### config.mk
export PLATFORM = sky130hd
export DESIGN_NAME = rc4kc_ctrl
export DESIGN_NICKNAME = d
export VERILOG_FILES = /design/src/rc4kc_pkg.sv /design/src/rc4kc_ctrl.sv
export SDC_FILE = /design/constraint.sdc
export NUM_CORES = 1
export LEC_CHECK = 0
export ABC_AREA = 0
export BUFFER_PORTS_ARGS = -buffer_cell sky130_fd_sc_hd__buf_4
export CAP_MARGIN = 20
export CORE_AREA = 2 2 39 41
export DETAILED_ROUTE_END_ITERATION = 16
export DIE_AREA = 0 0 41 43
export PLACE_DENSITY_LB_ADDON = 0.15
export REMOVE_ABC_BUFFERS = 1
export SLEW_MARGIN = 20
export SYNTH_ARGS = -nofsm -noshare
export SYNTH_HDL_FRONTEND = slang
export SYNTH_SLANG_ARGS = --single-unit
export TNS_END_PERCENT = 30
### constraint.sdc
create_clock -name aclk -period 2.1 [get_ports aclk]
set_clock_uncertainty 0.05 [all_clocks]
set_input_delay 0 -clock aclk [delete_from_list [all_inputs] [get_ports aclk]]
set_output_delay 0 -clock aclk [all_outputs]
set_load 0.02 [all_outputs]
### src/rc4kc_pkg.sv
// Shared constants, types and controller-to-datapath command/status for the RC4 core.
package rc4kc_pkg;

    localparam int SBOX_DEPTH    = 256;
    localparam int SBOX_AW       = 8;
    localparam int BYTE_W        = 8;
    localparam int KEY_LEN_W     = 9;
    localparam int MAX_KEY_BYTES = 256;
    localparam int APB_AW        = 3;
    localparam int APB_DW        = 32;

    localparam logic [KEY_LEN_W-1:0] KEY_LEN_RESET = KEY_LEN_W'(16);
    localparam logic [KEY_LEN_W-1:0] KEY_LEN_MAX   = KEY_LEN_W'(MAX_KEY_BYTES);
    localparam logic [KEY_LEN_W-1:0] KEY_LEN_MIN   = KEY_LEN_W'(1);

    localparam logic ACTION_KEY_LOAD = 1'b0;
    localparam logic ACTION_DATA     = 1'b1;

    // register index: byte address divided by four
    typedef enum logic [APB_AW-3:0] {
        REG_KEY_LEN = '0
    } cfg_reg_t;

    // S-box port operation for the current cycle
    typedef enum logic [2:0] {
        SOP_NONE,
        SOP_RD_I,
        SOP_RD_J,
        SOP_WR_I,
        SOP_WR_J,
        SOP_RD_K
    } sop_t;

    typedef struct packed {
        logic key_wr;
        logic item_load;
        logic ks_start;
        logic ks_mode;
        sop_t sop;
        logic ks_advance;
        logic idx_clear;
        logic out_load;
    } dp_cmd_t;

    typedef struct packed {
        logic ks_last;
    } dp_sts_t;

endpackage

### src/rc4kc_ctrl.sv
// Sequencer for key loads, the key schedule and one keystream step per data beat.
module rc4kc_ctrl
    import rc4kc_pkg::*;
(
    input  logic    aclk,
    input  logic    aresetn,
    input  logic    s_valid,
    output logic    s_ready,
    input  logic    s_action,
    input  logic    s_first,
    output logic    m_valid,
    input  logic    m_ready,
    output dp_cmd_t cmd,
    input  dp_sts_t sts
);

    typedef enum logic [3:0] {
        ST_IDLE,
        ST_KS_RD_I,
        ST_KS_RD_J,
        ST_KS_WR_I,
        ST_KS_WR_J,
        ST_PG_RD_I,
        ST_PG_RD_J,
        ST_PG_WR_I,
        ST_PG_WR_J,
        ST_PG_RD_K,
        ST_PG_OUT
    } state_t;

    state_t state_reg, state_next;
    logic   m_valid_reg, m_valid_next;
    logic   in_beat;
    logic   out_free;

    assign s_ready  = (state_reg == ST_IDLE);
    assign m_valid  = m_valid_reg;
    assign in_beat  = s_valid && s_ready;
    assign out_free = !m_valid_reg || m_ready;

    always_comb begin
        state_next   = state_reg;
        m_valid_next = m_valid_reg && !m_ready;
        cmd          = '0;
        cmd.sop      = SOP_NONE;
        unique case (state_reg)
            ST_IDLE: begin
                if (in_beat) begin
                    if (s_action == ACTION_KEY_LOAD) begin
                        cmd.key_wr = 1'b1;
                    end else begin
                        cmd.item_load = 1'b1;
                        if (s_first) begin
                            cmd.ks_start = 1'b1;
                            state_next   = ST_KS_RD_I;
                        end else begin
                            state_next = ST_PG_RD_I;
                        end
                    end
                end
            end
            ST_KS_RD_I: begin
                cmd.ks_mode = 1'b1;
                cmd.sop     = SOP_RD_I;
                state_next  = ST_KS_RD_J;
            end
            ST_KS_RD_J: begin
                cmd.ks_mode = 1'b1;
                cmd.sop     = SOP_RD_J;
                state_next  = ST_KS_WR_I;
            end
            ST_KS_WR_I: begin
                cmd.ks_mode = 1'b1;
                cmd.sop     = SOP_WR_I;
                state_next  = ST_KS_WR_J;
            end
            ST_KS_WR_J: begin
                cmd.ks_mode    = 1'b1;
                cmd.sop        = SOP_WR_J;
                cmd.ks_advance = 1'b1;
                if (sts.ks_last) begin
                    cmd.idx_clear = 1'b1;
                    state_next    = ST_PG_RD_I;
                end else begin
                    state_next = ST_KS_RD_I;
                end
            end
            ST_PG_RD_I: begin
                cmd.sop    = SOP_RD_I;
                state_next = ST_PG_RD_J;
            end
            ST_PG_RD_J: begin
                cmd.sop    = SOP_RD_J;
                state_next = ST_PG_WR_I;
            end
            ST_PG_WR_I: begin
                cmd.sop    = SOP_WR_I;
                state_next = ST_PG_WR_J;
            end
            ST_PG_WR_J: begin
                cmd.sop    = SOP_WR_J;
                state_next = ST_PG_RD_K;
            end
            ST_PG_RD_K: begin
                cmd.sop    = SOP_RD_K;
                state_next = ST_PG_OUT;
            end
            ST_PG_OUT: begin
                // hold the keystream byte until the output register is free
                if (out_free) begin
                    cmd.out_load = 1'b1;
                    m_valid_next = 1'b1;
                    state_next   = ST_IDLE;
                end
            end
            default: begin
                state_next = ST_IDLE;
            end
        endcase
    end

    always_ff @(posedge aclk) begin
        if (!aresetn) begin
            state_reg   <= ST_IDLE;
            m_valid_reg <= 1'b0;
        end else begin
            state_reg   <= state_next;
            m_valid_reg <= m_valid_next;
        end
    end

    a_out_load_free: assert property (@(posedge aclk) disable iff (!aresetn)
        cmd.out_load |-> out_free)
        else $error("result loaded over an undelivered beat");

    a_data_beat_busy: assert property (@(posedge aclk) disable iff (!aresetn)
        (in_beat && s_action == ACTION_DATA) |=> !s_ready)
        else $error("input ready right after a data beat");

    a_ks_loop: assert property (@(posedge aclk) disable iff (!aresetn)
        (state_reg == ST_KS_WR_J && !sts.ks_last) |=> state_reg == ST_KS_RD_I)
        else $error("key schedule left before its last step");

endmodule

==> results of run 1 <==
final timing paths:
check                                               start                         to  slack, ns  depth (start not counted)
worst max-delay path            state_reg[1]$_SDFFE_PN0P_                     cmd[7]       0.53                          4
worst min-delay path                             s_action  state_reg[0]$_SDFFE_PN0P_      0.006                          3
worst max register to register  state_reg[2]$_SDFFE_PN0P_  state_reg[2]$_SDFFE_PN0P_       0.75                          3
worst min register to register         m_valid$_SDFF_PN0_         m_valid$_SDFF_PN0_       0.57                          2
Yosys cell counts (2+ instances only):
cell / instances
sky130_fd_sc_hd__dfxtp_1: 5
sky130_fd_sc_hd__and2_1: 4
sky130_fd_sc_hd__nand2b_1: 4
sky130_fd_sc_hd__nor2_1: 4
sky130_fd_sc_hd__o21a_1: 4
sky130_fd_sc_hd__buf_2: 3
sky130_fd_sc_hd__nor3_1: 3
sky130_fd_sc_hd__a21oi_1: 2
sky130_fd_sc_hd__nand2_1: 2
sky130_fd_sc_hd__nor2b_1: 2
sky130_fd_sc_hd__xor2_1: 2
through the flow:
stage / total power [mW] / hold slack (ns) / instances / area (µm²) / setup WS, ns
5_1_grt: 0.554 / 0.0155 / 83 / 551 / 0.369
2_1_floorplan: 0.306 / 0.0676 / 44 / 359 / 0.556
3_5_place_dp: 0.406 / 0.206 / 78 / 514 / 0.762
3_3_place_gp: 0.409 / 0.207 / 78 / 514 / 0.776
6_report: 0.516 / 0.00642 / 83 / 551 / 0.526
4_1_cts: 0.523 / 0.00486 / 83 / 551 / 0.519
critical path: stages, from the launching register on:
cell	delay, ns
sky130_fd_sc_hd__dfxtp_1	0.45
sky130_fd_sc_hd__nor4_4	0.37
sky130_fd_sc_hd__and3_1	0.21
sky130_fd_sc_hd__and2_1	0.12
sky130_fd_sc_hd__buf_4	0.13
area by class of cell:
class	count	area, µm²
Clock buffer	4	26.3
Multi-Input combinational cell	38	255
Fill cell	151	833
Timing Repair Buffer	19	145
Tap cell	16	20.0
Sequential cell	5	100
Inverter	1	3.75
where the power goes:
part	total [mW]	internal (mW)	switching (mW)
logic	0.250	0.127	0.124
registers	0.155	0.109	0.0464
clock network	0.110	0.0718	0.0385
total	0.516	0.307	0.208
logic make-up (layout without fill, tap and decap cells):
family / after synthesis / in the layout / share of synthesized area
simple gates: 24 / 24 / 0.393
compound gates: 12 / 12 / 0.224
flops: 5 / 5 / 0.260
buf+inv: 5 / 24 / 0.0779
xor+xnor: 2 / 2 / 0.0455
layer usage:
layer	vias up	part of all wire	global-route usage
met5	-	0	0
met4	0	0	0.0600
met3	0	0.061	0.0314
met2	10	0.47	0.147
met1	181	0.47	0.155
li1	205	-	-
timing repair:
action,CTS,global route
endpoints found under the setup margin,0,0
gates resized for setup,0,0
endpoints found under the hold margin,4,0
hold buffers,1,0
==> flow_metrics.tcl, run 1 <==
set metrics [dict create \
    maxClockFrequency_mhz 635 \
    post_route_cells_drive_above_1_share 0.328 \
    worst-endpoint-required_ns 2.05 \
    drt-wirelength-per-cell_um 10.2 \
    max_slew_margin 0.673 \
    first_global_vias 319 \
    synth.ff_latch_count 5 \
    ffs_w_async_s_r_synth 0 \
    initial_core_util 0.278 \
    place_congestion 0.684 \
    worstSetupPathType "reg -> out" \
    insertion_delay_ns 0.24 \
    result_of_the_run "completed" \
    detailroute.via_count 396 \
    antenna_found_initial 0 \
    ant_nets 0 \
    grt_pass1_wl_mm 1.35 \
    antenna_cells 0 \
    rsz0062_at_grt "no" \
    grt_usage 0.111 \
    clockRootBuffer "sky130_fd_sc_hd__clkbuf_4" \
    clkSlewWorstSetupHoldPaths_ns 0.05 \
    final_critical_path_required_period_ns 1.57 \
    setup.worst_path.end_class "primary output" \
    netlist_instances 48 \
    cts.sinks 5 \
    portBuffers 18 \
    drt_first_pass_iters 2 \
    yosys.cell_types.count 24 \
    final_cell_mix "sky130_fd_sc_hd__buf_4 (18), sky130_fd_sc_hd__dfxtp_1 (5)" \
    detailedRoute.firstIterationViolations 4 \
    yosys-top-cells-area "sky130_fd_sc_hd__dfxtp_1 (26%), sky130_fd_sc_hd__o21a_1 (7.8%), sky130_fd_sc_hd__and2_1 (6.5%)" \
    synth-edff-count 0 \
    fp.dieH_um 43 \
    synth_area_leader_cell "sky130_fd_sc_hd__dfxtp_1" \
    tritoncts "built" \
    report.final.slew_viol_count 0 \
    drt_wl_total_um 847 \
    cellPowerDensity_nw_per_um2 937 \
    die_width_um 41 \
    power.leakage_nw 0.253 \
    core_area_um2 1380 \
    worstMarginPinSlew_ns 0.490 \
    drt_drc_violations_left 0 \
    fin_crit_sh 0.750 \
    area_of_the_die_um2 1760 \
    ys_warn_count 0 \
    postCtsSetupBuffers 0 \
    placementRows 14 \
    synthToLayoutAreaGrowth_pct 42.9 \
    nets 75 \
    max-cap-violations 0 \
    worst-path-max-fanout 14 \
    ir_drop_mv 0.397 \
    setup-violations-final 0 \
    pin_count 19 \
    ys_dominant_reg_cell "sky130_fd_sc_hd__dfxtp_1" \
    cts_max_path_buffers 2 \
    layout.core_utilization 0.398 \
    final-hold-violation-count 0 \
    detailedPlacementHpwl_um 623 \
    final_sum_of_negative_setup_slack_ns 0 \
    cts_bufs_inserted 3 \
    post_synth_instance_area_um2 385 \
    synth.yosys.seq_area_share 0.260 \
    ctsHtreeMaxLevel 1 \
    avgSynthCellArea_um2 8.03 \
    min-delay-path-class "in -> reg" \
    netlist.area_leader.share 0.260 \
    timing.critical_path.from_type "register" \
    largest_reg_flops 4 \
    worst_ep_arrival_time_ns 1.52 \
    post_drt_via_cell_ratio 4.77 \
    grt_start_max_net_pins 15 \
    global_route.overflow_total 0 \
    layout.cells.most_common "sky130_fd_sc_hd__buf_4" \
]
(Power assumes the default switching activity.)
==> inputs of run 2 (changes only) <==
==> constraint.sdc (replaced) <==
create_clock -name aclk -period 1.3 [get_ports aclk]
set_clock_uncertainty 0.05 [all_clocks]
set_input_delay 0 -clock aclk [delete_from_list [all_inputs] [get_ports aclk]]
set_output_delay 0 -clock aclk [all_outputs]
set_load 0.02 [all_outputs]
==> flow_metrics.tcl, run 2 (synthesized netlist as in run 1, its figures left out) <==
set metrics [dict create \
    ant_nets 0 \
    timing.critical_path.from_type "register" \
    fin_crit_sh 1.05 \
    synthToLayoutAreaGrowth_pct 81.2 \
    worst-endpoint-required_ns 1.25 \
    ctsHtreeMaxLevel 1 \
    ir_drop_mv 0.625 \
    drt_first_pass_iters 3 \
    postLayoutCellArea_um2 698 \
    setup-violations-final 2 \
    cts.sinks 5 \
    cellPowerDensity_nw_per_um2 1440 \
    maxClockFrequency_mhz 733 \
    detailedPlacementHpwl_um 730 \
    result_of_the_run "finished with violations" \
    power_switching_share 0.377 \
    final_critical_path_required_period_ns 1.36 \
    min-delay-path-class "in -> reg" \
    final_cell_mix "sky130_fd_sc_hd__buf_4 (26), sky130_fd_sc_hd__o21a_1 (4), sky130_fd_sc_hd__nor2_1 (3), sky130_fd_sc_hd__clkbuf_4 (3), sky130_fd_sc_hd__buf_6 (3)" \
    max-cap-violations 0 \
    first_global_vias 373 \
    antenna_cells 0 \
    worstHoldStart "s_action" \
    largest_reg_flops 4 \
    core_area_um2 1380 \
    cts_max_path_buffers 2 \
    ff2ff_path_depth 4 \
    fp.dieH_um 43 \
    worstSetupPathType "reg -> out" \
    detailroute.via_count 437 \
    layout.core_utilization 0.505 \
    r2r-end "state_reg[2]$_SDFFE_PN0P_" \
    multi_input_area_um2 299 \
    drt_wl_total_um 951 \
    detailedRoute.firstIterationViolations 5 \
    report.final.slew_viol_count 0 \
    critical_path.max_stage_delay_ns 0.36 \
    worst_ep_arrival_time_ns 1.31 \
    net-switching-power_mw 0.377 \
    worstMarginPinSlew_ns 0.311 \
    rrSetupSlack_ns 0.16 \
    grt_usage 0.121 \
    grt_start_max_net_pins 9 \
    antenna_found_initial 0 \
    layout_setup_ws_ns -0.0638 \
    drt_drc_violations_left 0 \
    drt-wirelength-per-cell_um 10.1 \
    placementRows 14 \
    combPwrFrac 0.592 \
    sequential_cell_area_um2 110 \
    tritoncts "built" \
    filler_cell_count_in_the_final_layout 141 \
    portBuffers 18 \
    pwr-share-clk 0.175 \
    layout.cells.most_common "sky130_fd_sc_hd__buf_4" \
    post_route_cells_drive_above_1_share 0.564 \
    post_drt_via_cell_ratio 4.65 \
    clkSlewWorstSetupHoldPaths_ns 0.04 \
    area_of_the_die_um2 1760 \
    placement.cell_area_um2 567 \
    worst-path-max-fanout 5 \
    global_route.overflow_total 0 \
    max_slew_margin 0.790 \
    power.leakage_nw 0.324 \
    internal_power_mw 0.625 \
    final-hold-violation-count 0 \
    sequentialPowerShare 0.233 \
    failed_checks "setup timing" \
    nets 86 \
    rsz0062_at_grt "yes" \
    insertion_delay_ns 0.24 \
    die_width_um 41 \
    place_congestion 0.782 \
    cts_bufs_inserted 3 \
    timing.critical_path.cells "nor4_4, and3_1, and2_4, buf_6" \
    design_power_total_mw 1.00 \
    setup.worst_path.end_class "primary output" \
    clockRootBuffer "sky130_fd_sc_hd__clkbuf_4" \
    whs_path_depth 3 \
    grt_pass1_wl_mm 1.46 \
    reg2reg_start "state_reg[0]$_SDFFE_PN0P_" \
    worst_path_max_delay_cell "sky130_fd_sc_hd__dfxtp_4" \
    pin_count 19 \
    initial_core_util 0.278 \
    whs_endpoint "state_reg[0]$_SDFFE_PN0P_" \
]
## run 2: layout make-up
| type | instances | area share |
|---|---|---|
| inverters | 1 | 0.00538 |
| flip-flops and latches | 5 | 0.158 |
| multi-input cells | 38 | 0.428 |
| clock buffers | 4 | 0.0376 |
| well taps | 16 | 0.0287 |
| repair buffers | 30 | 0.342 |
## run 2: power groups by stage
stage / Sequential [mW] / Clock (mW) / Combinational (mW)
after floorplan: 0.234 / 0 / 0.260
after global placement: 0.229 / 0 / 0.497
after detailed placement: 0.227 / 0 / 0.496
after CTS: 0.225 / 0.185 / 0.539
after global routing: 0.238 / 0.197 / 0.638
final: 0.233 / 0.175 / 0.593
## run 2: worst max-delay path by stage
stage          slack [ns]  cells past startpoint                      start                        end
2_1_floorplan       -0.24                      3  state_reg[1]$_SDFFE_PN0P_                     cmd[7]
3_3_place_gp         0.09                      4  state_reg[2]$_SDFFE_PN0P_                     cmd[0]
3_5_place_dp         0.08                      3  state_reg[1]$_SDFFE_PN0P_  state_reg[2]$_SDFFE_PN0P_
4_1_cts             -0.08                      4  state_reg[3]$_SDFFE_PN0P_                     cmd[7]
5_1_grt             -0.12                      4  state_reg[3]$_SDFFE_PN0P_                     cmd[7]
6_report            -0.06                      4  state_reg[3]$_SDFFE_PN0P_                     cmd[7]
## run 2: timing repair
| action | in CTS | in global routing |
|---|---|---|
| cloned | 0 | 0 |
| buffers inserted | 3 | 1 |
| hold buffers | 1 | 0 |
| hold endpoints to repair | 4 | 0 |
| pin swaps | 2 | 1 |
| endpoints found under the setup margin | 8 | 7 |
| gates resized for setup | 10 | 8 |
## run 2: worst max-delay path, delay by kind of cell, from the launching register on
kind / cells / cell delay, ns
buffers and inverters: 1 / 0.10
and+or+nand+nor: 3 / 0.62
DFF: 1 / 0.36
## run 2: through the flow
step / hold slack, ns / setup slack [ns] / std cells / setup TNS, ns
finish: 0.00483 / -0.0638 / 94 / -0.103
global route: 0.0366 / -0.125 / 94 / -0.334
CTS: 0.00281 / -0.0811 / 93 / -0.165
detailed placement: 0.213 / 0.0780 / 85 / 0
global placement: 0.208 / 0.0871 / 85 / 0
floorplan: 0.0676 / -0.244 / 44 / -0.462
## run 2: layer usage
| metal | track usage | vias to the layer above | part of all wire |
|---|---|---|---|
| met3 | 0.0471 | 0 | 0.052 |
| li1 | - | 228 | - |
| met4 | 0.0400 | 0 | 0 |
| met2 | 0.194 | 10 | 0.52 |
| met5 | 0 | - | 0 |
| met1 | 0.139 | 199 | 0.42 |
==> inputs of run 3 (changes only) <==
--- a/config.mk
+++ b/config.mk
@@ -9,9 +9,11 @@
 export BUFFER_PORTS_ARGS = -buffer_cell sky130_fd_sc_hd__buf_4
 export CAP_MARGIN = 20
 export CORE_AREA = 2 2 39 41
+export CTS_CLUSTER_DIAMETER = 120
 export DETAILED_ROUTE_END_ITERATION = 16
 export DIE_AREA = 0 0 41 43
 export PLACE_DENSITY_LB_ADDON = 0.15
+export RECOVER_POWER = 100
 export REMOVE_ABC_BUFFERS = 1
 export SLEW_MARGIN = 20
 export SYNTH_ARGS = -nofsm -noshare
==> flow_metrics.tcl, run 3 (synthesized netlist as in run 1, its figures left out) <==
set metrics [dict create \
    result_of_the_run "finished with violations" \
    failed_checks "setup timing" \
    grt_pass1_wl_mm 1.46 \
    global_route.overflow_total 0 \
    met2_wirelength_um 493 \
    setup-violations-final 2 \
    ir_drop_mv 0.625 \
    worstHoldStart "s_action" \
    detailedPlacementHpwl_um 730 \
    largest_reg_flops 4 \
    highest-signal-layer "met3" \
    min-delay-path-class "in -> reg" \
    first_global_vias 373 \
    detailedRoute.firstIterationViolations 5 \
    ctsHtreeMaxLevel 1 \
    cts_bufs_inserted 3 \
    r2r-end "state_reg[2]$_SDFFE_PN0P_" \
    maxClockFrequency_mhz 733 \
    whs_endpoint "state_reg[0]$_SDFFE_PN0P_" \
    cts.sinks 5 \
    post_route_cells_drive_above_1_share 0.551 \
    worst_path_max_delay_cell "sky130_fd_sc_hd__dfxtp_4" \
    worstMarginPinSlew_ns 0.311 \
    final_sum_of_negative_setup_slack_ns -0.103 \
    ff2ff_path_depth 3 \
    final_cell_mix "sky130_fd_sc_hd__buf_4 (21), sky130_fd_sc_hd__o21a_1 (4), sky130_fd_sc_hd__clkbuf_4 (4)" \
    grt_start_max_net_pins 9 \
    clockRootBuffer "sky130_fd_sc_hd__clkbuf_4" \
    area_of_the_die_um2 1760 \
    fp.dieH_um 43 \
    route.met3.wl_um 49 \
    worst-path-max-fanout 5 \
    number_of_cells_after_detailed_placement 85 \
    max_slew_margin 0.790 \
    insertion_delay_ns 0.24 \
    power.leakage_nw 0.317 \
    drt-wirelength-per-cell_um 10.2 \
    detailroute.via_count 443 \
    layout.cells.most_common "sky130_fd_sc_hd__buf_4" \
    grt_usage 0.121 \
    critical_path.max_stage_delay_ns 0.36 \
    final_cells 94 \
    synthToLayoutAreaGrowth_pct 78.2 \
    clkSlewWorstSetupHoldPaths_ns 0.04 \
    portBuffers 18 \
    final_critical_path_required_period_ns 1.36 \
    antenna_cells 0 \
    timing.critical_path.from_type "register" \
    pin_count 19 \
    worstSetupPathType "reg -> out" \
    rrSetupSlack_ns 0.14 \
    ant_nets 0 \
    final-hold-violation-count 0 \
    design_power_total_mw 0.990 \
    placementRows 14 \
    report.final.slew_viol_count 0 \
    worst-endpoint-required_ns 1.25 \
    fin_crit_sh 1.05 \
    path_buf_inv 1 \
    detail_route.wirelength.met1_um 411 \
    reg2reg_start "state_reg[1]$_SDFFE_PN0P_" \
    setup.worst_path.end_class "primary output" \
    max-cap-violations 0 \
    layout_setup_ws_ns -0.0638 \
    drt_first_pass_iters 3 \
    cellPowerDensity_nw_per_um2 1440 \
    critical-path-top-delay-family "simple AND/OR/NAND/NOR gates" \
    rsz0062_at_grt "yes" \
    antenna_found_initial 0 \
    cts_max_path_buffers 2 \
    die_width_um 41 \
    tritoncts "built" \
    drt_wl_total_um 955 \
    post_drt_via_cell_ratio 4.71 \
    whs_path_depth 3 \
    place_congestion 0.782 \
    timing.critical_path.cells "nor4_4, and3_1, and2_4, buf_6" \
    core_area_um2 1380 \
    drt_drc_violations_left 0 \
    initial_core_util 0.278 \
    worst_ep_arrival_time_ns 1.31 \
    nets 86 \
]
## run 3: worst max path at each step
stage          depth (start not counted)                      start                        end
6_report                               4  state_reg[3]$_SDFFE_PN0P_                     cmd[7]
5_1_grt                                4  state_reg[3]$_SDFFE_PN0P_                     cmd[7]
4_1_cts                                4  state_reg[3]$_SDFFE_PN0P_                     cmd[7]
3_5_place_dp                           3  state_reg[1]$_SDFFE_PN0P_  state_reg[2]$_SDFFE_PN0P_
3_3_place_gp                           4  state_reg[2]$_SDFFE_PN0P_                     cmd[0]
2_1_floorplan                          3  state_reg[1]$_SDFFE_PN0P_                     cmd[7]
## run 3: layout make-up
class / instances / area (µm²)
fillers: 146 / 697
inverters: 1 / 3.75
well taps: 16 / 20.0
multi-input cells: 38 / 299
flip-flops and latches: 5 / 110
clock buffers: 4 / 26.3
repair buffers: 30 / 228
## run 3: metrics by stage
| stage | setup slack [ns] | cell area, µm² | hold slack (ns) | utilization |
|---|---|---|---|---|
| after detailed placement | 0.0780 | 567 | 0.213 | 0.410 |
| after global placement | 0.0871 | 567 | 0.208 | 0.410 |
| after CTS | -0.0811 | 657 | 0.00281 | 0.475 |
| after global routing | -0.125 | 687 | 0.0366 | 0.496 |
| final | -0.0638 | 687 | 0.00484 | 0.496 |
| after floorplan | -0.244 | 359 | 0.0676 | - |
## run 3: power by group
part | total, mW | leakage [nW] | switching [mW] | internal, mW
registers | 0.234 | 0.0430 | 0.0531 | 0.181
clock network | 0.175 | 0.0150 | 0.0595 | 0.116
logic | 0.580 | 0.259 | 0.265 | 0.315
## run 3: repair_timing
action,4_1_cts,5_1_grt
resized for setup,10,8
endpoints found under the hold margin,4,0
setup endpoints to repair,8,7
pin swaps,2,1
buffers inserted,3,1
hold buffers,1,0
## run 3: worst reg2reg max path, delay by kind of cell, from the launching register on
family                 cells  cell delay [ns]
flip-flops                 1             0.36
buffers and inverters      1             0.18
AO/OA/AOI/OAI              2             0.45
## run 3: routing by layer
metal  track usage  vias to the layer above
met5             0                        -
met4        0.0400                        0
met3        0.0471                        0
met2         0.194                       10
met1         0.139                      204
li1              -                      229
